File: src/design/imt_ram.sv
module imt_ram #(
    parameter int WIDTH = 8,
    parameter int DEPTH = 256
) (
    input  logic                     i_clk,
    input  logic                     i_we,
    input  logic [$clog2(DEPTH)-1:0] i_waddr,
    input  logic [WIDTH-1:0]         i_wdata,
    input  logic                     i_re,
    input  logic [$clog2(DEPTH)-1:0] i_raddr,
    output logic [WIDTH-1:0]         o_rdata
);

    logic [WIDTH-1:0] r_mem [DEPTH];
    logic [WIDTH-1:0] r_rdata;

    always_ff @(posedge i_clk) begin
        if (i_we) begin
            r_mem[i_waddr] <= i_wdata;
        end
        if (i_re) begin
            r_rdata <= r_mem[i_raddr];
        end
    end

    assign o_rdata = r_rdata;

endmodule

File: config.mk
export PLATFORM = sky130hd
export DESIGN_NAME = imt_ram
export DESIGN_NICKNAME = d
export VERILOG_FILES = /design/src/design/imt_ram.sv
export SDC_FILE = /design/constraint.sdc
export NUM_CORES = 2
export LEC_CHECK = 0
export BUFFER_PORTS_ARGS = -buffer_cell sky130_fd_sc_hd__buf_2
export CAP_MARGIN = 20
export CORE_UTILIZATION = 55
export CTS_CLUSTER_DIAMETER = 40
export CTS_CLUSTER_SIZE = 24
export DETAILED_ROUTE_END_ITERATION = 6
export GPL_TIMING_DRIVEN = 0
export PLACE_DENSITY_LB_ADDON = 0.08
export SLEW_MARGIN = 15
export SYNTH_ARGS = -nofsm -noshare
export SYNTH_HDL_FRONTEND = slang
export SYNTH_SLANG_ARGS = --single-unit
File: constraint.sdc
create_clock -name i_clk -period 4.4 [get_ports i_clk]
set_input_delay 0.66 -clock i_clk [delete_from_list [all_inputs] [get_ports i_clk]]
set_output_delay 0.66 -clock i_clk [all_outputs]
set_load 0.005 [all_outputs]
=== Yosys cells after proc, flatten, opt, wreduce, memory -nomap -nowiden ===
Memory sizes are Yosys's and may differ from the RTL's. A register that Yosys moved wholly into a read port is not among the register bits.
Index checks and enable logic that the tools add are counted.

* Register bits: 0
* RAM bits: 2048
* Input port bits: 27
* Output and inout bits: 8
* Logic and storage cells: 3
* Memories kept: 1

{| class="wikitable"
|+ Memory list
! name !! depth !! width !! rd ports !! clocked after Yosys merged registers in !! wr ports !! line !! text
|-
| r_mem || 256 || 8 || 1 || 1 || 1 || 14 || <nowiki>logic [WIDTH-1:0] r_mem [DEPTH];</nowiki>
|}

* Muxes and demuxes: 2

{| class="wikitable"
|+ Operators with widths
! kind !! number
|-
| 1-bit two-way mux || 2
|}

=== Depth between registers and ports, before layout ===
* Depth in word-level cells: 2
* Mapped depth: 11
* Mapped depth without buffers: 6

=== Least setup slack after synthesis ===
OpenSTA, ideal clock, no wires.

* Kind: input-to-reg
* Start point: in i_raddr[0]
* End point: reg r_rdata[2] (netlist: o_rdata[2]), read port of r_mem, data pin
* Library setup time: 0.269 ns
* Data arrival time: 2.467 ns
* Required time: 4.131 ns
* Path slack: 1.664 ns
* Stages on the path: 9
* Path buffers: 4
* Path through: buf_6 buf_12 buf_8 buf_2 mux4_2 a22oi_1 a21oi_1 nor4_1 nor4_2

{| class="wikitable"
|+ RTL lines
! what !! line !! text
|-
| start, declared || 10 || <nowiki>input logic [$clog2(DEPTH)-1:0] i_raddr,</nowiki>
|-
| end, declared || 15 || <nowiki>logic [WIDTH-1:0] r_rdata;</nowiki>
|}

==> out/metrics.yaml <==
synth:
  syn_area_um2: 79600
  ys_warn_count: 0
  async_flop_share_pct: 0
  ys_types: 54
  ys_seq_area_share_pct: 77.5
  synth_area_leaders: "edfxtp_1, mux4_2, mux2i_1, nor2_1, a22oi_1"
  synth_flop_cell: "edfxtp_1"
  synth_seq_cells: 2056
  yosysTopAreaCell: "edfxtp_1"
  syn_inst: 3733
  synth_nets: 3760
  synth_edf_count: 2056
  synthDominantCellAreaShare_pct: 77.5
  syn_area_per_cell_um2: 21.3
critical_path:
  crit_fanout: 10
  worstSetupEndpointType: "flip-flop"
  worst-path-buf-inv: 5
  r2r-end: "o_rdata[1]"
  critPathMostFrequentCell: "clkbuf_1"
  worst-setup-path-type: "in2reg"
  critPathTopFamily: "buffers and inverters"
  required_ns: 4.96
  cp-start-kind: "input pin"
  slowest_delay_ns: 1.15
  arrival_ns: 5.15
  timing.rr.start: "r_mem[163][1]"
  reg2reg_setup_slack_ns: 0.69
  slowest_stage: "a2111oi_1"
  rr_worst_depth: 6
  cp_cell_sequence: "buf_2, buf_4, clkbuf_1, clkbuf_1, clkbuf_2, a2111oi_1, nor3_1, nor4_1"
sta:
  setup_viol: 4
  drv_slew: 0
  post-route-min-period_ns: 4.59
  fin_skew_ns: 0.0531
  max_freq_mhz: 218
  tightestPinTransition_ns: 1.34
  fin_crit_sh_pct: 104
  relSlewSlack_pct: 8.04
  hold_viol: 0
  rsz0062_at_grt: "false"
  tns_ns: -0.440
  fin_ws_ns: -0.191
clock_network:
  cts_buffers: 280
  insertion_delay_ns: 0.91
  clk_transition_reported_paths_ns: 0.07
  holdBufCountCts: 1
  clock_tree.root_cell: "clkbuf_16"
  h-tree-depth: 5
  clock-sinks: 2056
  cts_tree: "done"
  ctsResizeCount: 0
  cts_post_setup_buffers_inserted: 0
  clockBufferDepth: 4
global_route:
  first_global_vias: 41000
  antenna_found_initial: 26
  met2_usage_pct: 49.5
  grt_max_degree: 141
  grt_pass1_wl_um: 328000
  met3_usage_pct: 8.82
  grt_overflow: 0
  grtUsageTotal_pct: 33.3
  gr-max-usage-layer: "met2"
  met1_usage_pct: 46.5
run_status:
  failed_checks: "setup timing"
  status: "finished, violations left"
floorplan:
  fp.dieW_um: 383
  core_um2: 144000
  die_y_um: 383
  ios: 35
  rows: 139
  start_util_pct: 55.4
  dieArea_um2: 146000
route:
  antenna_left: 0
  drcViolationCount: 0
  via_count: 42500
  wl_per_cell_um: 38.8
  vias_per_cell: 6.85
  first_pass_iters: 6
  drt_iter0_markers: 6356
  wirelength_um: 241000
pwr:
  ir_drop_uv: 449
  power_density_nw_per_um2: 500
  p_leak_nw: 29.1
cells_and_area:
  final_common_cell: "edfxtp_1"
  post-route-util_pct: 64.3
  fin_area_um2: 92300
  mostFrequentLayoutCells: "edfxtp_1, mux4_2, clkbuf_16"
  nets: 4108
  area_growth_pct: 15.9
  layout-drive-gt1-share_pct: 25.9
  fillers: 9750
placement:
  numPortBuffers: 27
  gp_congestion: 0.957
  dpl_cell_area_um2: 83100
  place_hpwl_um: 161000
run:
  drv_cap: 0
worst_hold_path:
  holdPathEnd: "r_mem[66][2]"
  worstHoldStart: "i_wdata[2]"
  hold_depth: 1
  hold_path_class: "in2reg"
## flip-flops by register name (all words and copies together) (netlist names)
name	count
o_rdata	8
r_mem	2048
## worst reg2reg max path, stage by stage, from the launching register on
cell	delay (ns)
edfxtp_1	0.34
mux4_2	0.27
o22a_1	0.13
o21ai_0	0.19
a2111oi_1	1.19
nor3_1	0.39
nor4_1	0.88
## routing by layer
metal,up-vias,share of wire (%)
met5,-,0.066
met4,26,4.9
met3,585,11
met2,2813,46
met1,22500,38
li1,16500,-
## metrics by stage
| stage | cells | setup WS [ns] | power, mW | hold WS, ns |
|---|---|---|---|---|
| after detailed placement | 5695 | -0.789 | 24.3 | 0.925 |
| after CTS | 6180 | 0.0912 | 46.2 | 0.0253 |
| after global placement | 5663 | -1.65 | 24.3 | 1.06 |
| final | 6202 | -0.191 | 46.2 | 0.0582 |
| after floorplan | 3733 | 1.66 | 23.1 | 0.759 |
| after global routing | 6187 | 0.0948 | 47.0 | 0.0472 |
## where the power goes
| group | leakage, nW | switching [mW] | internal (mW) |
|---|---|---|---|
| sequential | 18.5 | 0.0172 | 21.6 |
| clock | 4.44 | 8.74 | 13.5 |
| combinational | 6.13 | 1.60 | 0.721 |
| total | 29.1 | 10.4 | 35.8 |
## cells by family after synthesis
| family | after synthesis | synth area share [%] |
|---|---|---|
| and+or+nand+nor | 466 | 2.63 |
| DFF | 2056 | 77.5 |
| AOI/OAI and AO/OA | 385 | 3.42 |
| muxes | 591 | 14.6 |
| buffers and inverters | 235 | 1.83 |
## cells in the mapped netlist (16+ instances only)
master and instances:
mux4_2 454, o221ai_1 46, buf_2 31, mux2i_1 134, nand3_1 34, a211oi_1 16
nand2_1 33, buf_6 21, buf_1 22, edfxtp_1 2056, nor4_1 24, nor2b_1 31
a22oi_1 133, a21oi_1 96, buf_4 27, nor3_1 22, o22ai_1 28, nor2_1 282
clkbuf_1 111
## layout make-up
class / instances / area (um2) / area share [%]
antenna: 16 / 40.0 / 0.0434
buffer: 233 / 1490 / 1.62
clock buffer: 312 / 7280 / 7.88
clock inverter: 172 / 1860 / 2.02
inverter: 2 / 7.51 / 0.00813
multi-input combinational: 1442 / 16500 / 17.9
sequential: 2056 / 61700 / 66.9
tap: 1903 / 2380 / 2.58
timing repair buffer: 66 / 1040 / 1.13
## how the worst max path moves through the flow
stage | start | end | depth (start not counted)
detailed placement | i_raddr[4] | o_rdata[1] | 8
CTS | i_raddr[2] | o_rdata[5] | 9
floorplan | i_raddr[0] | o_rdata[2] | 9
global placement | i_raddr[1] | o_rdata[1] | 9
global route | i_raddr[2] | o_rdata[5] | 9
finish | i_raddr[4] | o_rdata[1] | 8
No activity file was read; power rests on OpenSTA's default activity.
