## config.mk

```make
export PLATFORM = sky130hd
export DESIGN_NAME = imt_scan
export DESIGN_NICKNAME = d
export VERILOG_FILES = /design/src/design/imt_pkg.sv /design/src/design/imt_scan.sv
export SDC_FILE = /design/constraint.sdc
export NUM_CORES = 1
export LEC_CHECK = 0
export ABC_CLOCK_PERIOD_IN_PS = 5150
export BUFFER_PORTS_ARGS = -buffer_cell sky130_fd_sc_hd__buf_2
export CAP_MARGIN = 40
export CELL_PAD_IN_SITES_DETAIL_PLACEMENT = 1
export CELL_PAD_IN_SITES_GLOBAL_PLACEMENT = 2
export CORE_ASPECT_RATIO = 0.7
export CORE_MARGIN = 8
export CORE_UTILIZATION = 29
export DETAILED_ROUTE_END_ITERATION = 12
export MAX_ROUTING_LAYER = met4
export PLACE_DENSITY = 0.76
export SYNTH_ARGS = -nofsm -noshare
export SYNTH_HDL_FRONTEND = slang
export SYNTH_SLANG_ARGS = --single-unit
```

## constraint.sdc

```tcl
create_clock -name i_clk -period 5.15 [get_ports i_clk]
set_input_delay 0.515 -clock i_clk [delete_from_list [all_inputs] [get_ports i_clk]]
set_output_delay 0.515 -clock i_clk [all_outputs]
set_load 0.01 [all_outputs]
```

## src/design/imt_pkg.sv

```systemverilog
package imt_pkg;

    typedef enum logic [2:0] {
        OP_ADD     = 3'd0,
        OP_PROMOTE = 3'd1,
        OP_GET_MAX = 3'd2,
        OP_POP_MAX = 3'd3,
        OP_QUERY   = 3'd4
    } t_op;

    typedef enum logic [1:0] {
        ST_OK     = 2'd0,
        ST_BAD_ID = 2'd1,
        ST_EMPTY  = 2'd2,
        ST_FULL   = 2'd3
    } t_status;

    typedef enum logic [1:0] {
        S_IDLE,
        S_SCAN,
        S_DRAIN,
        S_FINISH
    } t_state;

    typedef struct packed {
        logic clear;
        logic issue;
    } t_scan_ctl;

endpackage

```

## src/design/imt_scan.sv

```systemverilog
module imt_scan #(
    parameter int IDX_BITS      = 8,
    parameter int PRIORITY_BITS = 16,
    parameter int DATA_BITS     = 32
) (
    input  logic                     i_clk,
    input  logic                     i_rst_n,
    input  imt_pkg::t_scan_ctl       i_ctl,
    input  logic [IDX_BITS-1:0]      i_idx,
    input  logic                     i_rd_valid,
    input  logic [PRIORITY_BITS-1:0] i_rd_prio,
    input  logic [DATA_BITS-1:0]     i_rd_pay,
    output logic                     o_found,
    output logic [IDX_BITS-1:0]      o_best_idx,
    output logic [PRIORITY_BITS-1:0] o_best_prio,
    output logic [DATA_BITS-1:0]     o_best_pay
);

    logic                     r_smp_vld;
    logic [IDX_BITS-1:0]      r_smp_idx;
    logic                     r_found;
    logic [IDX_BITS-1:0]      r_best_idx;
    logic [PRIORITY_BITS-1:0] r_best_prio;
    logic [DATA_BITS-1:0]     r_best_pay;
    logic                     take;

    // ascending scan with >= keeps the largest id on a tie
    assign take = r_smp_vld && i_rd_valid && (!r_found || (i_rd_prio >= r_best_prio));

    always_ff @(posedge i_clk) begin
        if (!i_rst_n) begin
            r_smp_vld <= 1'b0;
            r_found   <= 1'b0;
        end else if (i_ctl.clear) begin
            r_smp_vld <= 1'b0;
            r_found   <= 1'b0;
        end else begin
            r_smp_vld <= i_ctl.issue;
            if (take) begin
                r_found <= 1'b1;
            end
        end
    end

    always_ff @(posedge i_clk) begin
        r_smp_idx <= i_idx;
        if (take && !i_ctl.clear) begin
            r_best_idx  <= r_smp_idx;
            r_best_prio <= i_rd_prio;
            r_best_pay  <= i_rd_pay;
        end
    end

    assign o_found     = r_found;
    assign o_best_idx  = r_best_idx;
    assign o_best_prio = r_best_prio;
    assign o_best_pay  = r_best_pay;

`ifndef SYNTHESIS
    a_clear_drops_found: assert property (@(posedge i_clk) disable iff (!i_rst_n)
        i_ctl.clear |=> !r_found)
        else $error("scan: found survived a clear");

    a_hold_without_sample: assert property (@(posedge i_clk) disable iff (!i_rst_n)
        (!r_smp_vld && !i_ctl.clear) |=> ($stable(r_found) && $stable(r_best_idx)))
        else $error("scan: best changed without a sample");

    a_found_needs_sample: assert property (@(posedge i_clk) disable iff (!i_rst_n)
        (!r_found && !r_smp_vld) |=> !r_found)
        else $error("scan: found set without a sample");
`endif

endmodule

```

# ---- Word-level counts from Yosys, hierarchy flattened
# Index checks and enable logic that the tools add are counted.
dict set report classes {
  magnitude_cmp 1
  bitwise 1
  reduce_logical 7
}
# op n
set op_table {}
lappend op_table {{greater-or-equal comparator 16 bit} 1}
lappend op_table {{logical AND 1 bit} 3}
lappend op_table {{logical NOT 1 bit} 2}
lappend op_table {{OR reduction 2 bit} 1}
lappend op_table {{logical OR 1 bit} 1}
lappend op_table {{NOT 1 bit} 1}
dict set report totals {
  register_bits 66
  in_bits 61
  output_inout_bits 57
}

# ---- Logic depth before layout (Yosys ltp)
dict set report logic_depth {
  ltp_word 4
  mapped_depth 6
  mapped_depth_nobuf 6
}

# ---- Worst setup path before layout
# Ideal clock, no wire load.
dict set report synth_timing {
  kind {input port to flip-flop}
  startpoint {in i_rd_prio[14]}
  endpoint {reg r_best_idx[0], in the netlist o_best_idx[0], enable pin}
  setup_time_ns 0.485
  arrival_ns 3.792
  required_time_ns 4.665
  setup_slack_ns 0.873
  path_stages 5
  path_cell_list {ha_1 -> a21oi_1 -> a21boi_0 -> a2111oi_1 -> o2bb2ai_1}
}
dict set report synth_between {
  elab_chain_len 4
}
# item line
set synth_rtl {}
lappend synth_rtl {{from (decl)} imt_scan.sv:11} ;# input logic [PRIORITY_BITS-1:0] i_rd_prio,
lappend synth_rtl {{greater-or-equal comparator 16 bit} imt_scan.sv:28} ;# assign take = r_smp_vld && i_rd_valid && (!r_found || (i_rd_prio >= r_best_prio));
lappend synth_rtl {{logical OR 1 bit} imt_scan.sv:28}
lappend synth_rtl {{logical AND 1 bit} imt_scan.sv:28}
lappend synth_rtl {{logical AND 1 bit} imt_scan.sv:47} ;# if (take && !i_ctl.clear) begin
lappend synth_rtl {{to (signal assigned)} imt_scan.sv:48} ;# r_best_idx <= r_smp_idx;
lappend synth_rtl {{to (decl)} imt_scan.sv:22} ;# logic [IDX_BITS-1:0] r_best_idx;
# Every way passes these cells.
# A chain may end at the register's enable or synchronous reset.

# ---- Final worst setup path
dict set report layout_timing {
  startpoint {reg r_best_prio[0], in the netlist o_best_prio[0]}
  endpoint {reg r_best_prio[2], in the netlist o_best_prio[2], enable pin}
}
dict set report layout_between {
  elab_chain_len 4
}
# item line
set layout_rtl {}
lappend layout_rtl {{from (decl)} imt_scan.sv:23} ;# logic [PRIORITY_BITS-1:0] r_best_prio;
lappend layout_rtl {{from (signal assigned)} imt_scan.sv:49} ;# r_best_prio <= i_rd_prio;
lappend layout_rtl {{greater-or-equal comparator 16 bit} imt_scan.sv:28}
lappend layout_rtl {{logical OR 1 bit} imt_scan.sv:28}
lappend layout_rtl {{logical AND 1 bit} imt_scan.sv:28}
lappend layout_rtl {{logical AND 1 bit} imt_scan.sv:47}
# Every way passes these cells.

==> qor.yml <==
sta:
  fin_setup_tns_ns: 0
  slew_headroom_pct: 58.1
  rsz0062_at_grt: "false"
  slew_viol_final: 0
  worstMarginPinSlew_ns: 0.627
  fin_skew_ns: 0.00460
  fmax_mhz: 394
  setup_viol: 0
  hold_violations: 0
  period_minus_slack_ns: 2.54
  fin_crit_sh_pct: 49.2
run_status:
  status: "complete, no violations"
drt:
  drtAntennaViolNets: 0
  drt_wl_total_um: 5850
  drt_iter0_drc: 63
  vias_per_cell: 4.15
  drc: 0
  wl_per_cell_um: 16.0
  num_vias: 1516
  drt_first_pass_iters: 4
synth:
  yosys.area_share.adder_pct: 8.58
  ys.flop_type: "edfxtp_1"
  synth-seq-cells: 66
  synth_common_cells: "edfxtp_1, inv_1, ha_1, dfxtp_1, a21oi_1"
  synth_top_family_by_area: "adder cells"
  synth_cell_types: 21
  synth.top_cell.area_share_pct: 72.1
  synth-simple-area-share_pct: 3.49
  netlist_area_um2: 2330
  synth_compound_area_share_pct: 4.40
  syn_avg_cell_area_um2: 18.2
  yosys.area_share.xor_xnor_pct: 0
  seq_area_frac_synth_pct: 80.6
  synthTopCellsByArea: "edfxtp_1, dfxtp_1, ha_1, inv_1, a21oi_1"
  synthCells: 128
  synthArstFlopShare_pct: 0
  yosysMostFrequentCell: "edfxtp_1"
  synth_edf_count: 56
  synth_area_leader_cell: "edfxtp_1"
  yosysWarnings: 0
  synth_nets: 205
  muxShareOfSynthArea_pct: 0
grt:
  antenna_found_initial: 2
  first_global_vias: 1739
  grt_max_degree: 48
  track_usage_pct: 10.9
  grt_overflow: 0
  grt_pass1_wl_um: 9060
critical_path:
  cp-end-kind: "flip-flop"
  path_delay_family: "compound AO/OA/AOI/OAI gates"
  cp.required_ns: 5.10
  path_buf_inv: 1
  critPathLaunchType: "flip-flop"
  critPathMaxStageDelay_ns: 0.55
  crit_chain: "ha_1, nand2b_4, a2111oi_2, o31ai_1, o2bb2ai_4, buf_4"
  critPathMaxFanout: 47
  critPathKind: "reg -> reg"
  arrival_ns: 2.49
  cp_slowest_cell: "buf_4"
floorplanning:
  start_util_pct: 29.8
  die_h_um: 91.1
  die_x_um: 123
  core_area_um2: 7840
  die_area_um2: 11200
  rows: 27
  io_pins: 118
power_and_ir_drop:
  switching_share_pct: 18.9
  p_int_w: 0.00104
  power_density_nw_per_um2: 377
  vdd_ir_drop_max_mv: 0.189
  p_leak_nw: 1.48
  combPwrFrac_pct: 4.0
  p_sw_w: 0.000242
  p_seq_share_pct: 46.2
  p_clk_share_pct: 49.8
clock_tree:
  clk_pin_slew_ns: 0.05
  cts_made_buffers: 9
  insertion_delay_ns: 0.32
  cts.htree.levels: 3
  post-cts-setup-buffers: 0
  root_buffer: "clkbuf_16"
  ctsResizeCount: 0
  clk_path_buf_depth: 2
  cts_tree: "built"
  cts_num_sinks: 66
  cts_hold_buf: 0
finish:
  num-nets-final: 334
  fin_area_um2: 3400
  area_growth_pct: 45.5
  drive_gt1_share_pct: 52.3
job:
  cap_viol_max_count: 0
placed_design:
  placed_area_um2: 3070
  routabilityCongestion: 0.722
  port_buffers: 117
  dp_hpwl_um: 4660
min_path:
  hp-class: "in -> reg"
routing by layer:
metal / GRT usage, % / part of all wire (%)
met1: 13.1 / 45
met2: 15.6 / 45
met3: 5.94 / 9.5
met4: 2.70 / 0.46
met5: - / 0
stage by stage:
stage / worst slack [ns] / std cells / hold WS, ns / power (W) / utilization [%]
floorplan: 0.873 / 128 / 0.386 / 0.000621 / -
global placement: 2.38 / 347 / 0.386 / 0.000654 / 39.2
detailed placement: 2.31 / 347 / 0.391 / 0.000656 / 39.2
CTS: 2.55 / 363 / 0.283 / 0.00131 / 43.3
global route: 2.46 / 365 / 0.282 / 0.00133 / 43.3
finish: 2.61 / 365 / 0.296 / 0.00128 / 43.3
flip-flops by register name, indices dropped and copies added, names as in the netlist:
signal,count
o_best_idx,8
o_best_pay,32
r_smp_vld,1
o_found,1
r_smp_idx,8
o_best_prio,16
cell families after synthesis:
kind of cell | count (synthesis)
buffers and inverters | 18
AND/OR/NAND/NOR | 14
flip-flops | 66
AO/OA/AOI/OAI | 14
adder cells (fa/ha/maj) | 16
layout make-up:
class,count,area (µm²)
flip-flops and latches,66,1880
inverters,18,67.6
multi-input cells,44,403
fillers,833,4440
repair buffers,118,593
well taps,101,126
clock inverters,7,93.8
diodes,2,5.00
clock buffers,9,225
final timing paths:
kind,start,to,slack [ns],cells past startpoint
setup / recovery,o_best_prio[0]$_DFFE_PP_,o_best_prio[2]$_DFFE_PP_,2.61,6
hold / removal,i_idx[7],r_smp_idx[7]$_DFF_P_,0.30,1
setup reg to reg,o_best_prio[0]$_DFFE_PP_,o_best_prio[2]$_DFFE_PP_,2.61,6
hold reg to reg,r_smp_idx[1]$_DFF_P_,o_best_idx[1]$_DFFE_PP_,0.40,0
cells in the final DEF (no fill, tap or decap):
| cell type | count |
|---|---|
| buf_2 | 117 |
| edfxtp_1 | 56 |
| inv_1 | 18 |
| ha_1 | 16 |
| dfxtp_1 | 10 |
| clkbuf_16 | 9 |
| a21oi_1 | 5 |
| nand2_1 | 4 |
| nor2_1 | 3 |
| diode_2 | 2 |
| o21a_1 | 2 |
| and4_1 | 2 |
| bufinv_16 | 2 |
| clkinv_4 | 2 |
| nand4_1 | 1 |
| nand2b_4 | 1 |
| a2111oi_2 | 1 |
| o31ai_1 | 1 |
| or2_1 | 1 |
| a21oi_2 | 1 |
| o21ai_1 | 1 |
| nand3_1 | 1 |
| a21boi_0 | 1 |
| a2111oi_1 | 1 |
| o2bb2ai_4 | 1 |
| nand2b_1 | 1 |
| clkinv_2 | 1 |
| clkinvlp_4 | 1 |
| clkinv_1 | 1 |
| buf_4 | 1 |
power groups by stage:
stage | logic (W) | clock network (W) | registers (W)
4_1_cts | 0.0000533 | 0.000663 | 0.000591
3_5_place_dp | 0.0000531 | 0 | 0.000602
2_1_floorplan | 0.0000156 | 0 | 0.000605
6_report | 0.0000518 | 0.000637 | 0.000591
3_3_place_gp | 0.0000516 | 0 | 0.000602
5_1_grt | 0.0000585 | 0.000679 | 0.000592
No activity file was read; power rests on OpenSTA's default activity.
